[src/design/ppk_pkg.sv]
package ppk_pkg;

	localparam int TABLE_DEPTH = 8;

	localparam int IDX_W      = (TABLE_DEPTH > 1) ? $clog2(TABLE_DEPTH) : 1;
	localparam int CNT_W      = $clog2(TABLE_DEPTH + 1);
	localparam int WEIGHT_W   = 8;
	localparam int CHAN_W     = 8;
	localparam int ENTRY_W    = 3 * CHAN_W + WEIGHT_W;
	localparam int DRAW_W     = 11;
	localparam int SUM_W      = $clog2(TABLE_DEPTH * 255 + 1);
	localparam int CMP_W      = (SUM_W > DRAW_W) ? SUM_W : DRAW_W;
	localparam int LPS_W      = 11;
	localparam int PIXEL_W    = 8;
	localparam int STRAND_W   = 4;
	localparam int ADDR_W     = 14;
	localparam int INDEX_W    = 3;
	localparam int CMD_W      = 2;
	localparam int IN_DATA_W  = 56;
	localparam int OUT_DATA_W = 48;
	localparam int CFG_IDX_W  = 1;

	localparam logic [CMD_W-1:0] CMD_CLEAR = 2'd0;
	localparam logic [CMD_W-1:0] CMD_ADD   = 2'd1;
	localparam logic [CMD_W-1:0] CMD_PICK  = 2'd2;

	localparam logic [CFG_IDX_W-1:0] CFG_UNIFORM = 1'b0;
	localparam logic [CFG_IDX_W-1:0] CFG_LPS     = 1'b1;

	localparam logic [LPS_W-1:0] LPS_RESET = 11'd64;

	typedef struct packed {
		logic              start;
		logic              uniform;
		logic [DRAW_W-1:0] draw;
		logic [CNT_W-1:0]  count;
	} walk_ctl_t;

	typedef struct packed {
		logic             busy;
		logic             done;
		logic [IDX_W-1:0] pick;
	} walk_sts_t;

endpackage

[src/design/ppk_ram.sv]
module ppk_ram #(
	parameter int WIDTH = 32,
	parameter int DEPTH = 8
) (
	input  logic                                      clk,
	input  logic                                      we,
	input  logic [((DEPTH > 1) ? $clog2(DEPTH) : 1)-1:0] waddr,
	input  logic [WIDTH-1:0]                          wdata,
	input  logic [((DEPTH > 1) ? $clog2(DEPTH) : 1)-1:0] raddr,
	output logic [WIDTH-1:0]                          rdata
);

	logic [WIDTH-1:0] mem_q [DEPTH];

	always_ff @(posedge clk) begin
		if (we) begin
			mem_q[waddr] <= wdata;
		end
		rdata <= mem_q[raddr];
	end

endmodule

[src/design/ppk_walk.sv]
module ppk_walk (
	input  logic                            clk,
	input  logic                            arst_n,
	input  ppk_pkg::walk_ctl_t              ctl,
	output ppk_pkg::walk_sts_t              sts,
	output logic [ppk_pkg::IDX_W-1:0]       rd_addr,
	input  logic [ppk_pkg::WEIGHT_W-1:0]    rd_weight
);
	import ppk_pkg::*;

	logic                issue_q;
	logic                dval_q;
	logic                found_q;
	logic                done_q;
	logic [IDX_W-1:0]    addr_q;
	logic [IDX_W-1:0]    didx_q;
	logic [IDX_W-1:0]    best_q;
	logic [WEIGHT_W-1:0] bw_q;
	logic [SUM_W-1:0]    sum_q;

	logic [IDX_W-1:0] last_idx;
	logic [SUM_W-1:0] sum_n;
	logic             hit;
	logic             better;

	assign last_idx = IDX_W'(ctl.count - CNT_W'(1));
	// shared accumulate / compare unit, one entry per cycle
	assign sum_n  = sum_q + SUM_W'(rd_weight);
	assign hit    = !found_q && (CMP_W'(sum_n) > CMP_W'(ctl.draw));
	assign better = (didx_q == '0) || (rd_weight > bw_q);

	always_ff @(posedge clk or negedge arst_n) begin
		if (!arst_n) begin
			issue_q <= 1'b0;
			dval_q  <= 1'b0;
			found_q <= 1'b0;
			done_q  <= 1'b0;
		end else begin
			done_q <= 1'b0;
			if (ctl.start) begin
				issue_q <= 1'b1;
				dval_q  <= 1'b0;
				found_q <= 1'b0;
			end else begin
				dval_q <= issue_q;
				if (issue_q && addr_q == last_idx) begin
					issue_q <= 1'b0;
				end
				if (dval_q) begin
					if (!ctl.uniform && hit) begin
						found_q <= 1'b1;
					end
					if (didx_q == last_idx) begin
						done_q <= 1'b1;
					end
				end
			end
		end
	end

	always_ff @(posedge clk) begin
		if (ctl.start) begin
			addr_q <= '0;
			sum_q  <= '0;
		end else begin
			didx_q <= addr_q;
			if (issue_q && addr_q != last_idx) begin
				addr_q <= addr_q + IDX_W'(1);
			end
			if (dval_q) begin
				sum_q <= sum_n;
				if (ctl.uniform) begin
					if (better) begin
						best_q <= didx_q;
						bw_q   <= rd_weight;
					end
				end else if (hit) begin
					best_q <= didx_q;
				end
				// draw at or above total: last entry
				if (didx_q == last_idx && !ctl.uniform && !found_q && !hit) begin
					best_q <= last_idx;
				end
			end
		end
	end

	assign rd_addr   = addr_q;
	assign sts.busy  = issue_q | dval_q;
	assign sts.done  = done_q;
	assign sts.pick  = best_q;

endmodule

[src/design/weighted_palette_picker_top.sv]
// Clear and add: one transaction per cycle, taken in the accept cycle, no result.
// Pick on a table of N entries: the result passes through WALK, FETCH and RES to the result register;
// the walk reads one entry per cycle through the single RAM read port.
// Pick on an empty table: goes straight to RES, no_entry set.
// One pick in flight: s_tready drops until the result is registered.
// Reset (arst_n low, asynchronous): table empty, uniform_mode 0, leds_per_strand 64.
module weighted_palette_picker_top (
	input  logic                                clk,
	input  logic                                arst_n,
	// input stream
	input  logic                                s_tvalid,
	output logic                                s_tready,
	// red[7:0] green[15:8] blue[23:16] weight[31:24] draw[42:32]
	// pixel[50:43] strand[54:51], zero pad [55]
	input  logic [ppk_pkg::IN_DATA_W-1:0]       s_tdata,
	// command[1:0]
	input  logic [ppk_pkg::CMD_W-1:0]           s_tuser,
	// result stream
	output logic                                m_tvalid,
	input  logic                                m_tready,
	// entry_index[2:0] red[10:3] green[18:11] blue[26:19]
	// led_address[40:27], zero pad [47:41]
	output logic [ppk_pkg::OUT_DATA_W-1:0]      m_tdata,
	// no_entry[0]
	output logic                                m_tuser,
	// configuration write channel
	input  logic                                cfg_valid,
	output logic                                cfg_ready,
	input  logic [ppk_pkg::CFG_IDX_W-1:0]       cfg_index,
	input  logic [ppk_pkg::LPS_W-1:0]           cfg_data
);
	import ppk_pkg::*;

	localparam logic [1:0] ST_IDLE  = 2'd0;
	localparam logic [1:0] ST_WALK  = 2'd1;
	localparam logic [1:0] ST_FETCH = 2'd2;
	localparam logic [1:0] ST_RES   = 2'd3;

	localparam int PROD_W  = LPS_W + STRAND_W;
	localparam int OUT_PAD = OUT_DATA_W - (INDEX_W + 3 * CHAN_W + ADDR_W);

	// configuration registers
	logic             uniform_q;
	logic [LPS_W-1:0] lps_q;

	// control
	logic [1:0]       state_q;
	logic [CNT_W-1:0] count_q;
	logic             noent_q;

	// per-pick payload
	logic [DRAW_W-1:0] draw_q;
	logic [ADDR_W-1:0] led_q;

	// result register
	logic                  out_valid_q;
	logic [OUT_DATA_W-1:0] out_data_q;
	logic                  out_noent_q;

	// input fields
	logic [CMD_W-1:0]    cmd;
	logic [CHAN_W-1:0]   red_in;
	logic [CHAN_W-1:0]   green_in;
	logic [CHAN_W-1:0]   blue_in;
	logic [WEIGHT_W-1:0] weight_in;
	logic [DRAW_W-1:0]   draw_in;
	logic [PIXEL_W-1:0]  pixel_in;
	logic [STRAND_W-1:0] strand_in;

	assign cmd       = s_tuser;
	assign red_in    = s_tdata[7:0];
	assign green_in  = s_tdata[15:8];
	assign blue_in   = s_tdata[23:16];
	assign weight_in = s_tdata[31:24];
	assign draw_in   = s_tdata[42:32];
	assign pixel_in  = s_tdata[50:43];
	assign strand_in = s_tdata[54:51];

	logic              in_acc;
	logic              full;
	logic              load;
	logic              ram_we;
	logic [IDX_W-1:0]  ram_waddr;
	logic [ENTRY_W-1:0] ram_wdata;
	logic [IDX_W-1:0]  ram_raddr;
	logic [ENTRY_W-1:0] ram_rdata;
	logic [IDX_W-1:0]  walk_addr;
	logic [PROD_W-1:0] led_full;
	walk_ctl_t         walk_ctl;
	walk_sts_t         walk_sts;

	assign s_tready = (state_q == ST_IDLE);
	assign in_acc   = s_tvalid && s_tready;
	assign full     = (count_q == CNT_W'(TABLE_DEPTH));

	// Add to a full table restarts it at entry 0.
	assign ram_we    = in_acc && (cmd == CMD_ADD);
	assign ram_waddr = full ? '0 : IDX_W'(count_q);
	assign ram_wdata = {red_in, green_in, blue_in, weight_in};

	// The walker owns the read port while walking; afterwards the port
	// is held on the chosen entry so its colour stays on rdata.
	assign ram_raddr = (state_q == ST_WALK) ? walk_addr : walk_sts.pick;

	// strand * leds_per_strand + pixel, wrapped to the address width
	assign led_full = PROD_W'(strand_in) * PROD_W'(lps_q) + PROD_W'(pixel_in);

	assign walk_ctl.start   = in_acc && (cmd == CMD_PICK) && (count_q != '0);
	assign walk_ctl.uniform = uniform_q;
	assign walk_ctl.draw    = draw_q;
	assign walk_ctl.count   = count_q;

	assign load = (state_q == ST_RES) && (!out_valid_q || m_tready);

	ppk_ram #(
		.WIDTH (ENTRY_W),
		.DEPTH (TABLE_DEPTH)
	) u_table (
		.clk   (clk),
		.we    (ram_we),
		.waddr (ram_waddr),
		.wdata (ram_wdata),
		.raddr (ram_raddr),
		.rdata (ram_rdata)
	);

	ppk_walk u_walk (
		.clk       (clk),
		.arst_n    (arst_n),
		.ctl       (walk_ctl),
		.sts       (walk_sts),
		.rd_addr   (walk_addr),
		.rd_weight (ram_rdata[WEIGHT_W-1:0])
	);

	// Config writes only land while idle, so a walk never sees a mode change.
	assign cfg_ready = (state_q == ST_IDLE);

	always_ff @(posedge clk or negedge arst_n) begin
		if (!arst_n) begin
			uniform_q <= 1'b0;
			lps_q     <= LPS_RESET;
		end else if (cfg_valid && cfg_ready) begin
			case (cfg_index)
				CFG_UNIFORM: begin
					uniform_q <= cfg_data[0];
				end
				CFG_LPS: begin
					lps_q <= cfg_data;
				end
				default: begin
				end
			endcase
		end
	end

	// sequencer: IDLE -> WALK -> FETCH -> RES -> IDLE, empty pick goes straight to RES
	always_ff @(posedge clk or negedge arst_n) begin
		if (!arst_n) begin
			state_q <= ST_IDLE;
			count_q <= '0;
			noent_q <= 1'b0;
		end else begin
			case (state_q)
				ST_IDLE: begin
					if (in_acc) begin
						case (cmd)
							CMD_CLEAR: begin
								count_q <= '0;
							end
							CMD_ADD: begin
								count_q <= full ? CNT_W'(1) : count_q + CNT_W'(1);
							end
							CMD_PICK: begin
								noent_q <= (count_q == '0);
								state_q <= (count_q == '0) ? ST_RES : ST_WALK;
							end
							default: begin
							end
						endcase
					end
				end
				ST_WALK: begin
					if (walk_sts.done) begin
						state_q <= ST_FETCH;
					end
				end
				ST_FETCH: begin
					state_q <= ST_RES;
				end
				ST_RES: begin
					if (load) begin
						state_q <= ST_IDLE;
					end
				end
				default: begin
					state_q <= ST_IDLE;
				end
			endcase
		end
	end

	always_ff @(posedge clk) begin
		if (in_acc && cmd == CMD_PICK) begin
			draw_q <= draw_in;
			led_q  <= led_full[ADDR_W-1:0];
		end
	end

	// output register parts the result from the next input transaction
	always_ff @(posedge clk or negedge arst_n) begin
		if (!arst_n) begin
			out_valid_q <= 1'b0;
		end else if (load) begin
			out_valid_q <= 1'b1;
		end else if (m_tready) begin
			out_valid_q <= 1'b0;
		end
	end

	always_ff @(posedge clk) begin
		if (load) begin
			out_noent_q <= noent_q;
			if (noent_q) begin
				out_data_q <= '0;
			end else begin
				out_data_q <= {{OUT_PAD{1'b0}}, led_q,
					ram_rdata[ENTRY_W-3*CHAN_W +: CHAN_W],
					ram_rdata[ENTRY_W-2*CHAN_W +: CHAN_W],
					ram_rdata[ENTRY_W-CHAN_W +: CHAN_W],
					INDEX_W'(walk_sts.pick)};
			end
		end
	end

	assign m_tvalid = out_valid_q;
	assign m_tdata  = out_data_q;
	assign m_tuser  = out_noent_q;

`ifndef ASSERT_OFF
	a_ready_not_walking: assert property (@(posedge clk) disable iff (!arst_n)
		s_tready |-> !walk_sts.busy)
		else $error("input ready while walker busy");

	a_done_in_walk: assert property (@(posedge clk) disable iff (!arst_n)
		walk_sts.done |-> (state_q == ST_WALK))
		else $error("walker done outside walk state");

	a_count_bound: assert property (@(posedge clk) disable iff (!arst_n)
		count_q <= CNT_W'(TABLE_DEPTH))
		else $error("entry count above table depth");

	a_pick_in_table: assert property (@(posedge clk) disable iff (!arst_n)
		(load && !noent_q) |-> (CNT_W'(walk_sts.pick) < count_q))
		else $error("picked entry beyond entry count");
`endif

endmodule

[config.mk]
export PLATFORM = sky130hd
export DESIGN_NAME = weighted_palette_picker_top
export DESIGN_NICKNAME = d
export VERILOG_FILES = /design/src/design/ppk_pkg.sv /design/src/design/ppk_ram.sv /design/src/design/ppk_walk.sv /design/src/design/weighted_palette_picker_top.sv
export SDC_FILE = /design/constraint.sdc
export NUM_CORES = 1
export LEC_CHECK = 0
export BUFFER_PORTS_ARGS = -buffer_cell sky130_fd_sc_hd__buf_2
export CORE_UTILIZATION = 40
export DETAILED_ROUTE_END_ITERATION = 8
export SETUP_SLACK_MARGIN = 0.2
export SYNTH_ARGS = -nofsm -noshare
export SYNTH_HDL_FRONTEND = slang
export SYNTH_SLANG_ARGS = --single-unit
[constraint.sdc]
create_clock -name clk -period 8.3 [get_ports clk]
set_input_delay 0.415 -clock clk [delete_from_list [all_inputs] [get_ports clk]]
set_output_delay 0.415 -clock clk [all_outputs]
set_load 0.05 [all_outputs]
==> key figures <==
Run status
  • Status: completed

Worst hold path
  • Launch instance of the worst min-delay path: s_tdata[36]
  • Worst min path class: input pin to flip-flop
  • Number of instances on the worst hold path: 1
  • Worst hold endpoint: draw_q[4]$_DFFE_PP_

Clock network
  • Buffer cell driving the clock tree root: clkbuf_16
  • Total number of clock tree sinks: 407
  • Number of clock buffers inserted by TritonCTS: 43
  • CTS tree: yes
  • CTS H-Tree Depth: 2
  • Setup Fix Bufs, Post-CTS: 0
  • Clk_lat worst skew: 570 ps
  • Post-CTS clock slew at the launch and capture registers of the worst setup and hold paths: 60 ps
  • Buffer levels on the longest clock path: 3

Routing
  • Iter 0 DRT Violations: 443
  • Remaining number of nets flagged by the antenna check after routing: 0
  • Total via count after detailed routing: 8824
  • Total routed wirelength: 33000 um
  • Number of detailed-route iterations in the first pass: 5
  • Via count normalized by instance count: 5.04
  • # DRC: 0
  • Routed len/inst: 18.9 um

Timing
  • Transition time at the pin with the least slew margin: 1080 ps
  • Hold violation total from the final report: 0
  • Summed negative setup slack over all endpoints: 0 ps
  • Period minus WS final: 4180 ps
  • Number of max-slew violations in the final report: 0
  • Highest Clock Rate: 0.239 GHz
  • Worst slew slack as a fraction of its limit: 0.276
  • Final-report setup violation count: 0
  • Final worst slack: 4120 ps
  • Clock tree skew after final layout: 19.1 ps
  • Setup repair after global routing missed its margin: false
  • Final worst path period share: 0.503
  • Final Hold Slack: 36.2 ps

Worst setup path
  • Category of the most critical setup path: flip-flop to flip-flop
  • Slowest cell on crit path: a2111oi_0
  • Kind of start point of the critical path: flip-flop
  • Register-to-register setup slack: 4120 ps
  • Required time reported for the critical path endpoint: 8480 ps
  • Path depth of the worst reg2reg path: 14
  • Endpoint of the worst-slack reg-to-reg timing path: u_walk.best_q[2]$_DFFE_PP_
  • Crit path DAT: 4350 ps
  • Kind of cell with the highest combined delay on the critical path: compound AO/OA/AOI/OAI gates
  • Worst R2R Start: u_table.rdata[0]$_DFF_P_
  • Crit path max fanout: 5
  • Crit-path max cell delay: 780 ps
  • Chain of cells forming the critical path: ha_1 -> inv_1 -> fa_1 -> nor2b_1 -> o2111ai_1 -> and3_1 -> nor3_1 -> xor2_1 -> ha_1 -> nand4_1 -> a211oi_1 -> a2111oi_0 -> o211a_1 -> a2111oi_0
  • Worst path bufs/invs: 1
  • Kind of capture point of the worst setup path: flip-flop

Global route
  • Number of antenna violations at the first check in global routing: 5
  • Global route total overflow: 0
  • Overall fraction of global-route tracks in use: 0.153
  • First-pass GRT wire length: 50500 um
  • Via count of the first global-routing pass: 8917
  • Pin count of the biggest net entering global routing: 65

Logic synthesis
  • Post-synthesis compound-gate area fraction: 0.0291
  • Xor/xnor share of the synthesized area: 0.0152
  • Area of the mapped netlist: 17200 um^2
  • Number of enable flip-flop cells after synthesis: 337
  • Register area share after synthesis: 0.675
  • Dominant combinational cell family by area after synthesis: multiplexers
  • Predominant post-synthesis flop cell: edfxtp_1
  • Syn_area_per_cell: 16.7 um^2
  • Cell types with the largest area share after synthesis: edfxtp_1, mux4_2, dfxtp_1
  • Area share of the largest cell type after synthesis: 0.587
  • Number of storage elements in the synthesis netlist: 407
  • Cell taking the most area after synthesis: edfxtp_1
  • Fraction of registers with async set or reset after synthesis: 0.0590
  • Post-Synth Simple-Gate Area: 0.0605
  • Count of different cell masters after synthesis: 54
  • Mux cell area share after synthesis: 0.119
  • Adder-cell share of the synthesized area: 0.0718
  • Number of synthesis warnings: 0
  • Post-Syn Instances: 1030

Floorplanning
  • Core area: 42200 um^2
  • Placement Rows: 75
  • Overall die area: 43900 um^2
  • Initial Util: 0.408
  • X dimension of the die: 210 um
  • Ports: 127
  • Chip height: 210 um

Job
  • Max-cap viol count: 0

Pwr
  • Net switching power figure: 2660 uW
  • Worst voltage drop across the vdd grid: 0.000229 V
  • Leakage power figure: 0.00737 uW
  • Combinational Power Share: 0.376
  • Part of the total power dissipated in sequential elements: 0.375
  • Switching Fraction: 0.349
  • Clock network power share: 0.249
  • Internal power consumption: 4970 uW
  • Total power density per cell area: 383 nW/um^2

Layout
  • Number of nets in the layout: 1333
  • Most common cell after layout, fill and taps aside: edfxtp_1
  • Fraction of layout cells with a size suffix above 1: 0.270
  • Final std cell area, no fill: 20000 um^2
  • Commonest non-fill, non-tap cells in the layout: edfxtp_1, buf_2, inv_1
  • Layout-stage area growth over the synthesis result: 15.7%

Placed design
  • Number of buffer cells added on primary ports: 118
  • Final weighted congestion in routability-driven placement: 0.824
  • Post-Place Setup Slack: 4050 ps
  • Half-perimeter wire length of the detailed placement result: 19700 um
  • Placed inst area: 18500 um^2
[Yosys cell counts (all sizes together), types with 2 or more instances]
cell type	number
or2	2
o21ai	17
a21o	6
o211ai	2
nor4	2
a31o	2
a21oi	20
nand4	6
mux2i	10
nand2	48
o211a	2
o2111ai	2
dfxtp	46
and3	5
inv	69
o21bai	2
and2	22
clkbuf	18
o31ai	3
nor3	13
xor2	12
o21a	4
a31oi	2
nand3	10
mux2	45
nand3b	2
fa	25
and4	2
ha	59
nor2	34
a211oi	7
nand2b	6
a2111oi	2
edfxtp	337
dfrtp	23
buf	22
nor2b	47
xnor2	18
mux4	64
[flip-flops by register name, indices dropped and copies added (netlist names), 2 cells and up]
signal	count
u_table.rdata	32
lps_q	11
m_tdata	41
count_q	4
u_walk.bw_q	8
state_q	2
u_walk.sum_q	11
led_q	14
u_table.mem_q	256
u_walk.rd_addr	3
draw_q	11
u_walk.best_q	3
u_walk.didx_q	3
[metal layers]
| metal | vias to the layer above | GRT usage | share of wire |
|---|---|---|---|
| met2 | 178 | 0.250 | 0.48 |
| met4 | 6 | 0.0453 | 0.018 |
| met5 | - | 0 | 0.0013 |
| met1 | 4450 | 0.203 | 0.45 |
| li1 | 4142 | - | - |
| met3 | 48 | 0.0361 | 0.051 |
[metrics by stage]
stage	std cells	util	total power (uW)
final	1750	0.473	7630
after global routing	1748	0.472	8150
after CTS	1748	0.472	7740
after detailed placement	1667	0.438	5810
after global placement	1667	0.438	5760
after floorplan	1036	-	5130
[logic make-up (layout without fill, tap and decap cells)]
logic type	Yosys count	count (layout)
XOR/XNOR	30	30
adder cells (fa/ha/maj)	84	84
AO/OA/AOI/OAI	77	77
AND/OR/NAND/NOR	202	202
flip-flops	407	407
buffers and inverters	110	283
other	1	9
multiplexers	119	119
[power groups by stage]
| stage | clock network, uW | logic [uW] | registers (uW) |
|---|---|---|---|
| floorplan | 0 | 2080 | 3050 |
| CTS | 1960 | 2920 | 2870 |
| global placement | 0 | 2850 | 2910 |
| detailed placement | 0 | 2900 | 2910 |
| finish | 1900 | 2870 | 2860 |
| global route | 2030 | 3220 | 2900 |
[worst reg2reg max path, stage by stage, from the launching register on]
cell and delay, ps:
dfxtp_1 370, ha_1 210, inv_1 60, fa_1 390
nor2b_1 180, o2111ai_1 180, and3_1 250, nor3_1 240
xor2_1 100, ha_1 320, nand4_1 120, a211oi_1 210
a2111oi_0 140, o211a_1 250, a2111oi_0 780
[area by class of cell]
cell class | count | area, um^2
Antenna cell | 2 | 5.00
Multi-Input combinational cell | 519 | 5230
Sequential cell | 407 | 11600
Fill cell | 3616 | 22300
Timing Repair Buffer | 133 | 706
Clock buffer | 57 | 1190
Inverter | 70 | 263
Clock inverter | 23 | 240
Tap cell | 539 | 674
[worst max-delay path by stage]
stage                                         from                       endpoint  cells after the start
after floorplan             state_q[0]$_DFFE_PN0P_  u_table.mem_q[1][0]$_DFFE_PP_                      7
after global placement                 s_tdata[54]            led_q[13]$_DFFE_PP_                     12
after detailed placement               s_tdata[54]            led_q[13]$_DFFE_PP_                     12
after CTS                 u_table.rdata[0]$_DFF_P_     u_walk.best_q[2]$_DFFE_PP_                     14
after global routing      u_table.rdata[0]$_DFF_P_     u_walk.best_q[2]$_DFFE_PP_                     14
final                     u_table.rdata[0]$_DFF_P_     u_walk.best_q[2]$_DFFE_PP_                     14
[timing repair]
action,CTS,global route
hold buffers,1,0
gates resized for setup,0,0
hold endpoints to repair,23,0
(Power assumes the default switching activity.)
